### src/rtl/cms_pkg.sv
// Package for the complex magnitude sorter: request, result, entry and cell control types, and the control states.
package cms_pkg;

	localparam int CMS_BATCH_SIZE = 8;
	localparam int MAG_W          = 32;
	localparam int SQ_W           = 31;

	typedef struct packed {
		logic signed [15:0] real_part;
		logic signed [15:0] imag_part;
		logic               batch_end;
	} cms_req_t;

	typedef struct packed {
		logic signed [15:0] out_real;
		logic signed [15:0] out_imag;
		logic               out_last;
		logic               overflowed;
	} cms_rsp_t;

	typedef struct packed {
		logic signed [15:0] re;
		logic signed [15:0] im;
	} cms_entry_t;

	typedef struct packed {
		logic insert;
		logic shift;
	} cms_cell_ctl_t;

	typedef enum logic {
		ST_IDLE,
		ST_EMIT
	} cms_state_t;

endpackage

### src/rtl/cms_cell.sv
// One cell of the insertion chain: holds one number and its squared magnitude.
module cms_cell import cms_pkg::*; (
	input  logic             clk,
	input  cms_cell_ctl_t    ctl,
	input  logic             occupied,
	input  cms_entry_t       new_ent,
	input  logic [MAG_W-1:0] new_mag,
	input  cms_entry_t       prev_ent,
	input  logic [MAG_W-1:0] prev_mag,
	input  logic             prev_keep,
	input  cms_entry_t       next_ent,
	output cms_entry_t       ent_q,
	output logic [MAG_W-1:0] mag_q,
	output logic             keep
);

	assign keep = occupied && (mag_q >= new_mag);

	always_ff @(posedge clk) begin
		if (ctl.insert && !keep) begin
			if (prev_keep) begin
				ent_q <= new_ent;
				mag_q <= new_mag;
			end else begin
				ent_q <= prev_ent;
				mag_q <= prev_mag;
			end
		end else if (ctl.shift) begin
			ent_q <= next_ent;
		end
	end

endmodule

### src/rtl/complex_magnitude_sorter_top.sv
// Top level of the complex magnitude sorter: squaring stage, cell chain and control.
//
// Usage:
//   A request (req) is taken at a rising edge with start high and busy low.
//   Each request carries one complex number; the block squares both parts,
//   then inserts the number into a chain of BATCH_SIZE cells kept ordered by
//   squared magnitude, largest first, equal magnitudes in arrival order.
//   Loading runs at one request per cycle while busy is low; the squaring
//   register lies between each request and its insert.
//   A request with batch_end set raises busy from the next cycle on. The
//   chain then shifts towards cell 0, one number per cycle, and the results
//   appear on rsp with strobe high for one cycle each, the first one taken
//   from cell 0 at the first shift. Busy falls as the last result appears.
//   out_last marks the smallest number; overflowed is set on every result
//   of a batch in which numbers beyond BATCH_SIZE were dropped.
//   After the last result the store is empty and requests are taken again.
//   Results cannot be held off: the receiver must take each strobe.
//   Reset empties the store, clears the overflow flag and drops any request
//   in flight.
module complex_magnitude_sorter_top import cms_pkg::*; #(
	parameter int BATCH_SIZE = CMS_BATCH_SIZE
) (
	input  logic     clk,
	input  logic     arst_n,
	input  logic     start,
	output logic     busy,
	input  cms_req_t req,
	output cms_rsp_t rsp,
	output logic     strobe
);

	localparam int CNT_W = $clog2(BATCH_SIZE + 1);

	logic             vld_s1;
	cms_req_t         req_s1;
	logic [SQ_W-1:0]  sq_re_s1;
	logic [SQ_W-1:0]  sq_im_s1;
	logic [16:0]      neg_re;
	logic [16:0]      neg_im;
	logic [15:0]      abs_re;
	logic [15:0]      abs_im;
	logic [MAG_W-1:0] new_mag;
	cms_entry_t       new_ent;

	cms_state_t       state_q;
	cms_state_t       state_d;
	logic [CNT_W-1:0] fill_q;
	logic             ovf_q;
	logic             full;
	cms_cell_ctl_t    ctl;
	cms_rsp_t         rsp_q;
	logic             strobe_q;

	cms_entry_t       cell_ent  [BATCH_SIZE];
	logic [MAG_W-1:0] cell_mag  [BATCH_SIZE];
	logic             cell_keep [BATCH_SIZE];

	assign busy = (state_q == ST_EMIT) || (vld_s1 && req_s1.batch_end);

	assign neg_re = -{req.real_part[15], req.real_part};
	assign neg_im = -{req.imag_part[15], req.imag_part};
	assign abs_re = req.real_part[15] ? neg_re[15:0] : req.real_part;
	assign abs_im = req.imag_part[15] ? neg_im[15:0] : req.imag_part;

	always_ff @(posedge clk or negedge arst_n) begin
		if (!arst_n) begin
			vld_s1 <= 1'b0;
		end else begin
			vld_s1 <= start && !busy;
		end
	end

	always_ff @(posedge clk) begin
		if (start && !busy) begin
			req_s1   <= req;
			sq_re_s1 <= SQ_W'(32'(abs_re) * 32'(abs_re));
			sq_im_s1 <= SQ_W'(32'(abs_im) * 32'(abs_im));
		end
	end

	assign new_mag = {1'b0, sq_re_s1} + {1'b0, sq_im_s1};
	assign new_ent = '{re: req_s1.real_part, im: req_s1.imag_part};
	assign full    = (fill_q == CNT_W'(BATCH_SIZE));

	always_comb begin
		state_d = state_q;
		unique case (state_q)
			ST_IDLE: begin
				if (vld_s1 && req_s1.batch_end) begin
					state_d = ST_EMIT;
				end
			end
			ST_EMIT: begin
				if (fill_q == CNT_W'(1)) begin
					state_d = ST_IDLE;
				end
			end
			default: state_d = ST_IDLE;
		endcase
	end

	always_comb begin
		ctl = '0;
		unique case (state_q)
			ST_IDLE: ctl.insert = vld_s1 && !full;
			ST_EMIT: ctl.shift  = 1'b1;
			default: ctl        = '0;
		endcase
	end

	always_ff @(posedge clk or negedge arst_n) begin
		if (!arst_n) begin
			state_q  <= ST_IDLE;
			fill_q   <= '0;
			ovf_q    <= 1'b0;
			strobe_q <= 1'b0;
		end else begin
			state_q  <= state_d;
			strobe_q <= ctl.shift;
			if (ctl.insert) begin
				fill_q <= fill_q + CNT_W'(1);
			end else if (ctl.shift) begin
				fill_q <= fill_q - CNT_W'(1);
			end
			if (vld_s1 && full && state_q == ST_IDLE) begin
				ovf_q <= 1'b1;
			end else if (ctl.shift && fill_q == CNT_W'(1)) begin
				ovf_q <= 1'b0;
			end
		end
	end

	always_ff @(posedge clk) begin
		if (ctl.shift) begin
			rsp_q.out_real   <= cell_ent[0].re;
			rsp_q.out_imag   <= cell_ent[0].im;
			rsp_q.out_last   <= (fill_q == CNT_W'(1));
			rsp_q.overflowed <= ovf_q;
		end
	end

	assign rsp    = rsp_q;
	assign strobe = strobe_q;

	for (genvar i = 0; i < BATCH_SIZE; i++) begin : g_cell
		cms_entry_t       prev_ent;
		logic [MAG_W-1:0] prev_mag;
		logic             prev_keep;
		cms_entry_t       next_ent;
		logic             occupied;

		if (i == 0) begin : g_head
			assign prev_ent  = new_ent;
			assign prev_mag  = new_mag;
			assign prev_keep = 1'b1;
		end else begin : g_body
			assign prev_ent  = cell_ent[i-1];
			assign prev_mag  = cell_mag[i-1];
			assign prev_keep = cell_keep[i-1];
		end

		if (i == BATCH_SIZE - 1) begin : g_tail
			assign next_ent = cell_ent[i];
		end else begin : g_inner
			assign next_ent = cell_ent[i+1];
		end

		assign occupied = (fill_q > CNT_W'(i));

		cms_cell u_cell (
			.clk       (clk),
			.ctl       (ctl),
			.occupied  (occupied),
			.new_ent   (new_ent),
			.new_mag   (new_mag),
			.prev_ent  (prev_ent),
			.prev_mag  (prev_mag),
			.prev_keep (prev_keep),
			.next_ent  (next_ent),
			.ent_q     (cell_ent[i]),
			.mag_q     (cell_mag[i]),
			.keep      (cell_keep[i])
		);
	end

endmodule

### config.mk
export PLATFORM = sky130hd
export DESIGN_NAME = complex_magnitude_sorter_top
export DESIGN_NICKNAME = d
export VERILOG_FILES = /design/src/rtl/cms_pkg.sv /design/src/rtl/cms_cell.sv /design/src/rtl/complex_magnitude_sorter_top.sv
export SDC_FILE = /design/constraint.sdc
export NUM_CORES = 2
export LEC_CHECK = 0
export ABC_AREA = 0
export BUFFER_PORTS_ARGS = -buffer_cell sky130_fd_sc_hd__buf_4
export CAP_MARGIN = 25
export CELL_PAD_IN_SITES_DETAIL_PLACEMENT = 1
export CELL_PAD_IN_SITES_GLOBAL_PLACEMENT = 2
export CORE_MARGIN = 2
export CORE_UTILIZATION = 49
export CTS_BUF_LIST = sky130_fd_sc_hd__clkbuf_8
export CTS_CLUSTER_SIZE = 25
export DETAILED_ROUTE_END_ITERATION = 12
export HOLD_SLACK_MARGIN = 0.12
export PLACE_DENSITY = 0.93
export REMOVE_ABC_BUFFERS = 1
export SYNTH_ARGS = -nofsm -noshare
export SYNTH_HDL_FRONTEND = slang
export SYNTH_SLANG_ARGS = --single-unit
### constraint.sdc
create_clock -name clk -period 29.3 [get_ports clk]
set_input_delay 1.465 -clock clk [delete_from_list [all_inputs] [get_ports clk]]
set_output_delay 1.465 -clock clk [all_outputs]
set_load 0.05 [all_outputs]
-- Yosys cells after proc, flatten, opt, wreduce, memory -nomap -nowiden
Index checks and enable logic that the tools add are counted.
W data, S select, Z words.
- word-level logic and storage cells: 145
- bits of input ports: 36
- output and inout port bits: 36
- register bits: 649
- magnitude comparators: 16
- reductions and logical operators: 42
- bitwise gates (word level): 1
- multiplexer cells: 39
- equality and inequality tests: 2
- $add $sub $neg: 5
- multiply operators: 2
- operators by type and width (operator ; count):
    $mux W32 ; 28
    $ge A32 B32 Y1 ; 8
    $mul A16 B16 Y31 ; 2
    $add A31 B31 Y32 ; 1
    $mux W16 ; 2
    $neg A16 Y16 ; 2
    $logic_and A1 B1 Y1 ; 22
    $reduce_bool A2 Y1 ; 9
    $gt A4 B3 Y1 const B ; 4
    $logic_not A1 Y1 ; 10
    $gt A4 B1 Y1 const B ; 2
    $gt A4 B2 Y1 const B ; 2
    $mux W4 ; 2
    $mux W1 ; 6
    $add A4 B1 Y4 const B ; 1
    $eq A4 B1 Y1 const B ; 1
    $eq A4 B4 Y1 const B ; 1
    $sub A4 B1 Y4 const B ; 1
    $pmux W1 S2 ; 1
    $logic_or A1 B1 Y1 ; 1
    $not A1 Y1 ; 1

-- Longest topological paths before layout
- depth after elaboration: 6
- mapped depth: 32

-- Cells and area by module
From an unflattened synthesis, not the netlist that was laid out.
- cells, all modules: 4301
- area total of the unflattened synthesis: 51016.4 sq um
- by module, submodules not included (module ; times used ; cells an instance ; area each (sq um) ; seq. area each (sq um)):
    cms_cell ; 8 ; 289 ; 3891.2 ; 1921.8
    complex_magnitude_sorter_top ; 1 ; 1989 ; 19886.6 ; 3953.8

-- Least setup slack after synthesis
OpenSTA, ideal clock, no wires.
- path kind: register to register
- start: register sq_re_s1[3]
- end: register g_cell[7].u_cell.ent_q[0] (netlist name), enable pin
- data required time: 28.716 ns
- setup slack: 19.877 ns
- arrival time: 8.839 ns
- stages on the path, launching flop included: 19
- period minus slack after synthesis: 9.423 ns
- library setup time: 0.584 ns
- cell sequence: edfxtp_1 -> ha_1 -> a211o_1 -> a2111o_1 -> a31o_2 -> a211o_1 -> a21oi_1 -> o21ai_0 -> xor2_1 -> inv_1 -> ha_1 -> a21o_1 -> a21o_1 -> a21o_1 -> a21o_1 -> a21o_1 -> a21o_1 -> a31oi_1 -> a21boi_0
- longest elaborated chain between the ends: 5
- RTL lines (element ; line ; text):
    from (decl) ; complex_magnitude_sorter_top.sv:36 ; logic [SQ_W-1:0] sq_re_s1;
    from (signal assigned) ; complex_magnitude_sorter_top.sv:76 ; sq_re_s1 <= SQ_W'(32'(abs_re) * 32'(abs_re));
    $add A31 B31 Y32 ; complex_magnitude_sorter_top.sv:81 ; assign new_mag = {1'b0, sq_re_s1} + {1'b0, sq_im_s1};
    net g_cell[0].prev_mag[25] ; complex_magnitude_sorter_top.sv:147 ; logic [MAG_W-1:0] prev_mag;
    $ge A32 B32 Y1 ; cms_cell.sv:17 ; assign keep = occupied && (mag_q >= new_mag);
    $logic_and A1 B1 Y1 ; cms_cell.sv:17 ;
    $logic_not A1 Y1 ; cms_cell.sv:20 ; if (ctl.insert && !keep) begin
    $logic_and A1 B1 Y1 ; cms_cell.sv:20 ;
    to (signal assigned) ; cms_cell.sv:22 ; ent_q <= new_ent;
    to (signal assigned) ; cms_cell.sv:25 ; ent_q <= prev_ent;
    to (signal assigned) ; cms_cell.sv:29 ; ent_q <= next_ent;
    to (decl) ; cms_cell.sv:12 ; output cms_entry_t ent_q,
The timed path passes the listed nets, and every way through them passes these cells.
A chain may end at the register's enable or synchronous reset.

-- Final worst setup path
- start: input port req[17] (netlist name)
- end: register sq_re_s1[28], data pin
- longest elaborated chain between the ends: 3
- RTL lines (element ; line ; text):
    from (decl) ; complex_magnitude_sorter_top.sv:27 ; input cms_req_t req,
    $neg A16 Y16 ; complex_magnitude_sorter_top.sv:60 ; assign neg_re = -{req.real_part[15], req.real_part};
    $mux W16 * ; complex_magnitude_sorter_top.sv:62 ; assign abs_re = req.real_part[15] ? neg_re[15:0] : req.real_part;
    $mul A16 B16 Y31 * ; complex_magnitude_sorter_top.sv:76 ;
Every way passes the cells marked *; elsewhere a longest branch is shown, timed or not.

==> qor.yml <==
status: "finished, final reports clean"
fin_nets: 5303
ys.flop_type: "edfxtp_1"
layout_setup_ws_ns: 19.45
wl_per_cell_um: 25.1
cts_root_buf: "clkbuf_8"
use_met2_pct: 51.9
cts_buffers: 111
via_per_inst: 6.09
synth_top_cell_by_area: "edfxtp_1"
reg2reg_depth: 21
synthDistinctLibCells: 72
critPathRequiredTime_ns: 29.82
io_buffers: 71
r2r_slack_ns: 21.23
clk_latency_ns: 0.77
met3_usage_pct: 4.15
netlist_instances: 4356
cts_num_sinks: 645
end_kind: "flop"
worst_pin_slew_ns: 1.10
cp_max_fo: 17
async_flop_share_pct: 1.24
cts_tree: "yes"
busiest_layer: "met2"
min_delay_worst_endpoint: "rsp[31]"
overflow: 0
ant_nets: 0
timing.rr.start: "sq_re_s1[3]"
worstReg2RegEnd: "g_cell[1].u_cell.mag_q[9]"
start_util_pct: 49.4
first_global_vias: 39687
postSynthAreaPerCell_um2: 11.3
routed_wirelength_um: 147000
ctsHoldBuffers: 0
antenna_found_initial: 6
syn-cell-area_mm2: 0.0494
cp.arrival_ns: 10.37
setup-violations-final: 0
ys_warn_count: 0
cp.buffers_inverters: 7
crit_type: "in -> reg"
fmax_mhz: 102
dp_hpwl_um: 106000
hold_depth: 0
pre_cts_slack_ns: 18.80
fin_setup_tns_ns: 0
dieArea_mm2: 0.103
rsz0062_at_grt: "false"
ys_seq_area_share_pct: 39.1
synth_top_cell_area_share_pct: 38.7
finClkSkew_ns: 0.0416
crit_family: "adder cells"
min-delay-start: "g_cell[0].u_cell.ent_q[29]"
synth.area.top_cells: "edfxtp_1 (39%), fa_1 (13%), ha_1 (12%)"
cts_max_level: 3
finalHoldViolCount: 0
hp-class: "reg -> reg"
yosys_register_bits: 645
grt_util_met1_pct: 34.2
vias: 35564
crit_path_max_incr_delay_ns: 0.85
grt_pass1_wl_um: 228000
crit_slowest_cell: "xor2_1"
min_period_ns: 9.85
ctsResizeCount: 0
final_layout_size_suffix_gt1_share_pct: 15.8
synth_edf_count: 637
fp.dieH_um: 321
die_w_um: 321
first_pass_iters: 5
relSlewSlack_pct: 26.7
cts_setup_buffers: 0
drt_first_iter_violations: 2505
min_period_over_period_pct: 33.6
area_growth_pct: 9.06
fillCellCount: 10500
start_kind: "input pin"
track_usage_pct: 28.6
drcViolationCount: 0
placeableCoreArea_mm2: 0.100
fp-row-count: 116
cts_buffer_depth: 3
pin_count: 72
grt_max_degree: 81
gp_congestion: 0.852
slew_viol_final: 0
clk_pin_slew_ns: 0.07
cap_violations: 0
[routing by layer]
layer / vias to the layer above / part of all wire (%)
li1: 15798 / -
met1: 18311 / 39
met2: 1144 / 52
met3: 307 / 5.8
met4: 4 / 3.6
met5: - / 0.025
[cell usage in the layout, fill, tap and decap left out, types with 14 or more instances in the layout]
cell | synthesis | layout
o31ai_1 | 15 | 14
nand3_1 | 85 | 85
ha_1 | 481 | 480
clkbuf_8 | 0 | 115
fa_1 | 327 | 327
o21a_1 | 24 | 23
a21o_1 | 95 | 93
o211ai_1 | 14 | 14
nor3_1 | 29 | 27
a211oi_1 | 26 | 26
clkinv_1 | 9 | 33
buf_4 | 0 | 140
conb_1 | 2 | 22
nand2_1 | 235 | 233
nor2_1 | 204 | 203
a31oi_1 | 140 | 140
xnor2_1 | 77 | 77
edfxtp_1 | 637 | 637
mux2i_1 | 32 | 32
nand2b_1 | 24 | 23
xor2_1 | 46 | 46
and3_1 | 45 | 45
a21oi_1 | 202 | 200
o21ai_0 | 202 | 201
inv_1 | 563 | 597
nand4_1 | 69 | 69
mux2_2 | 396 | 396
o311ai_0 | 34 | 34
[worst reg2reg max path, stage by stage (launching register included)]
cell      delay (ns)
edfxtp_1        0.41
ha_1            0.37
a211o_1         0.32
a2111o_1        0.42
a31o_2          0.27
a211o_1         0.33
a211o_1         0.36
a31oi_1         0.22
xnor2_1         0.16
buf_4           0.25
inv_1           0.22
ha_1            0.35
nand4_1         0.16
nor4_1          0.79
nand2_1         0.26
o31ai_4         0.28
buf_4           0.52
and2_1          0.80
buf_4           0.42
o21ai_4         0.26
buf_16          0.28
mux2_1          0.34
[layout make-up]
type | instances | area, µm² | share of cell area, %
flip-flops and latches | 645 | 19300 | 35.9
clock buffers | 115 | 1580 | 2.94
inverters | 573 | 2150 | 3.99
clock inverters | 75 | 427 | 0.792
diodes | 3 | 7.51 | 0.0139
well taps | 1298 | 1620 | 3.01
repair buffers | 149 | 1230 | 2.28
multi-input cells | 2979 | 27500 | 51.1
[logic make-up (layout without fill, tap and decap cells)]
logic type,after synthesis,in the layout,share of synthesized area [%]
other,2,25,0.0152
buffers and inverters,752,912,5.74
xor gates and xnor gates,124,124,2.21
AOI/OAI and AO/OA,845,845,10.7
adders and majority gates,808,808,25.4
muxes,430,430,9.72
and+or+nand+nor,750,750,7.06
DFF,645,645,39.1
[registers in the layout (all words and copies together), names as in the netlist]
| register | cells |
|---|---|
| sq_im_s1 | 29 |
| req_s1 | 1 |
| sq_re_s1 | 29 |
| g_cell.prev_ent | 32 |
| ovf_q | 1 |
| vld_s1 | 1 |
| g_cell.u_cell.mag_q | 256 |
| rsp | 34 |
| strobe | 1 |
| state_q | 1 |
| g_cell.u_cell.ent_q | 256 |
| fill_q | 4 |
[stage by stage]
| step | instance area (µm²) | util (%) | std cells | hold slack, ns |
|---|---|---|---|---|
| floorplan | 48800 | - | 4197 | 0.447 |
| global placement | 51700 | 51.7 | 5633 | 0.463 |
| detailed placement | 51800 | 51.8 | 5641 | 0.474 |
| CTS | 53800 | 53.8 | 5831 | 0.473 |
| global route | 53900 | 53.9 | 5837 | 0.500 |
| finish | 53900 | 53.9 | 5837 | 0.480 |
[Yosys cell counts, types with 26 or more instances]
library cell and number:
edfxtp_1 637, mux2_2 396, ha_1 481, a21o_1 95, nor2_1 204, xnor2_1 77, a21oi_1 202, o21ai_0 202
o311ai_0 34, and3_1 45, nand4_1 69, inv_1 563, nand3_1 85, nor3_1 29, mux2i_1 32, fa_1 327
a31oi_1 140, a211oi_1 26, clkbuf_1 154, xor2_1 46, nand2_1 235
[how the worst max path moves through the flow]
| stage | start | to | slack [ns] | depth (start not counted) |
|---|---|---|---|---|
| 2_1_floorplan | sq_re_s1[3] | g_cell[4].u_cell.ent_q[0] | 15.76 | 15 |
| 3_3_place_gp | req[17] | sq_re_s1[28] | 19.31 | 28 |
| 3_5_place_dp | req[17] | sq_re_s1[28] | 18.80 | 28 |
| 4_1_cts | req[17] | sq_re_s1[28] | 19.61 | 28 |
| 5_1_grt | req[17] | sq_re_s1[28] | 18.90 | 28 |
| 6_report | req[17] | sq_re_s1[28] | 19.45 | 28 |
Power is not shown: default switching activity piles up to over one toggle a cycle in this logic, so the estimate is an artifact.
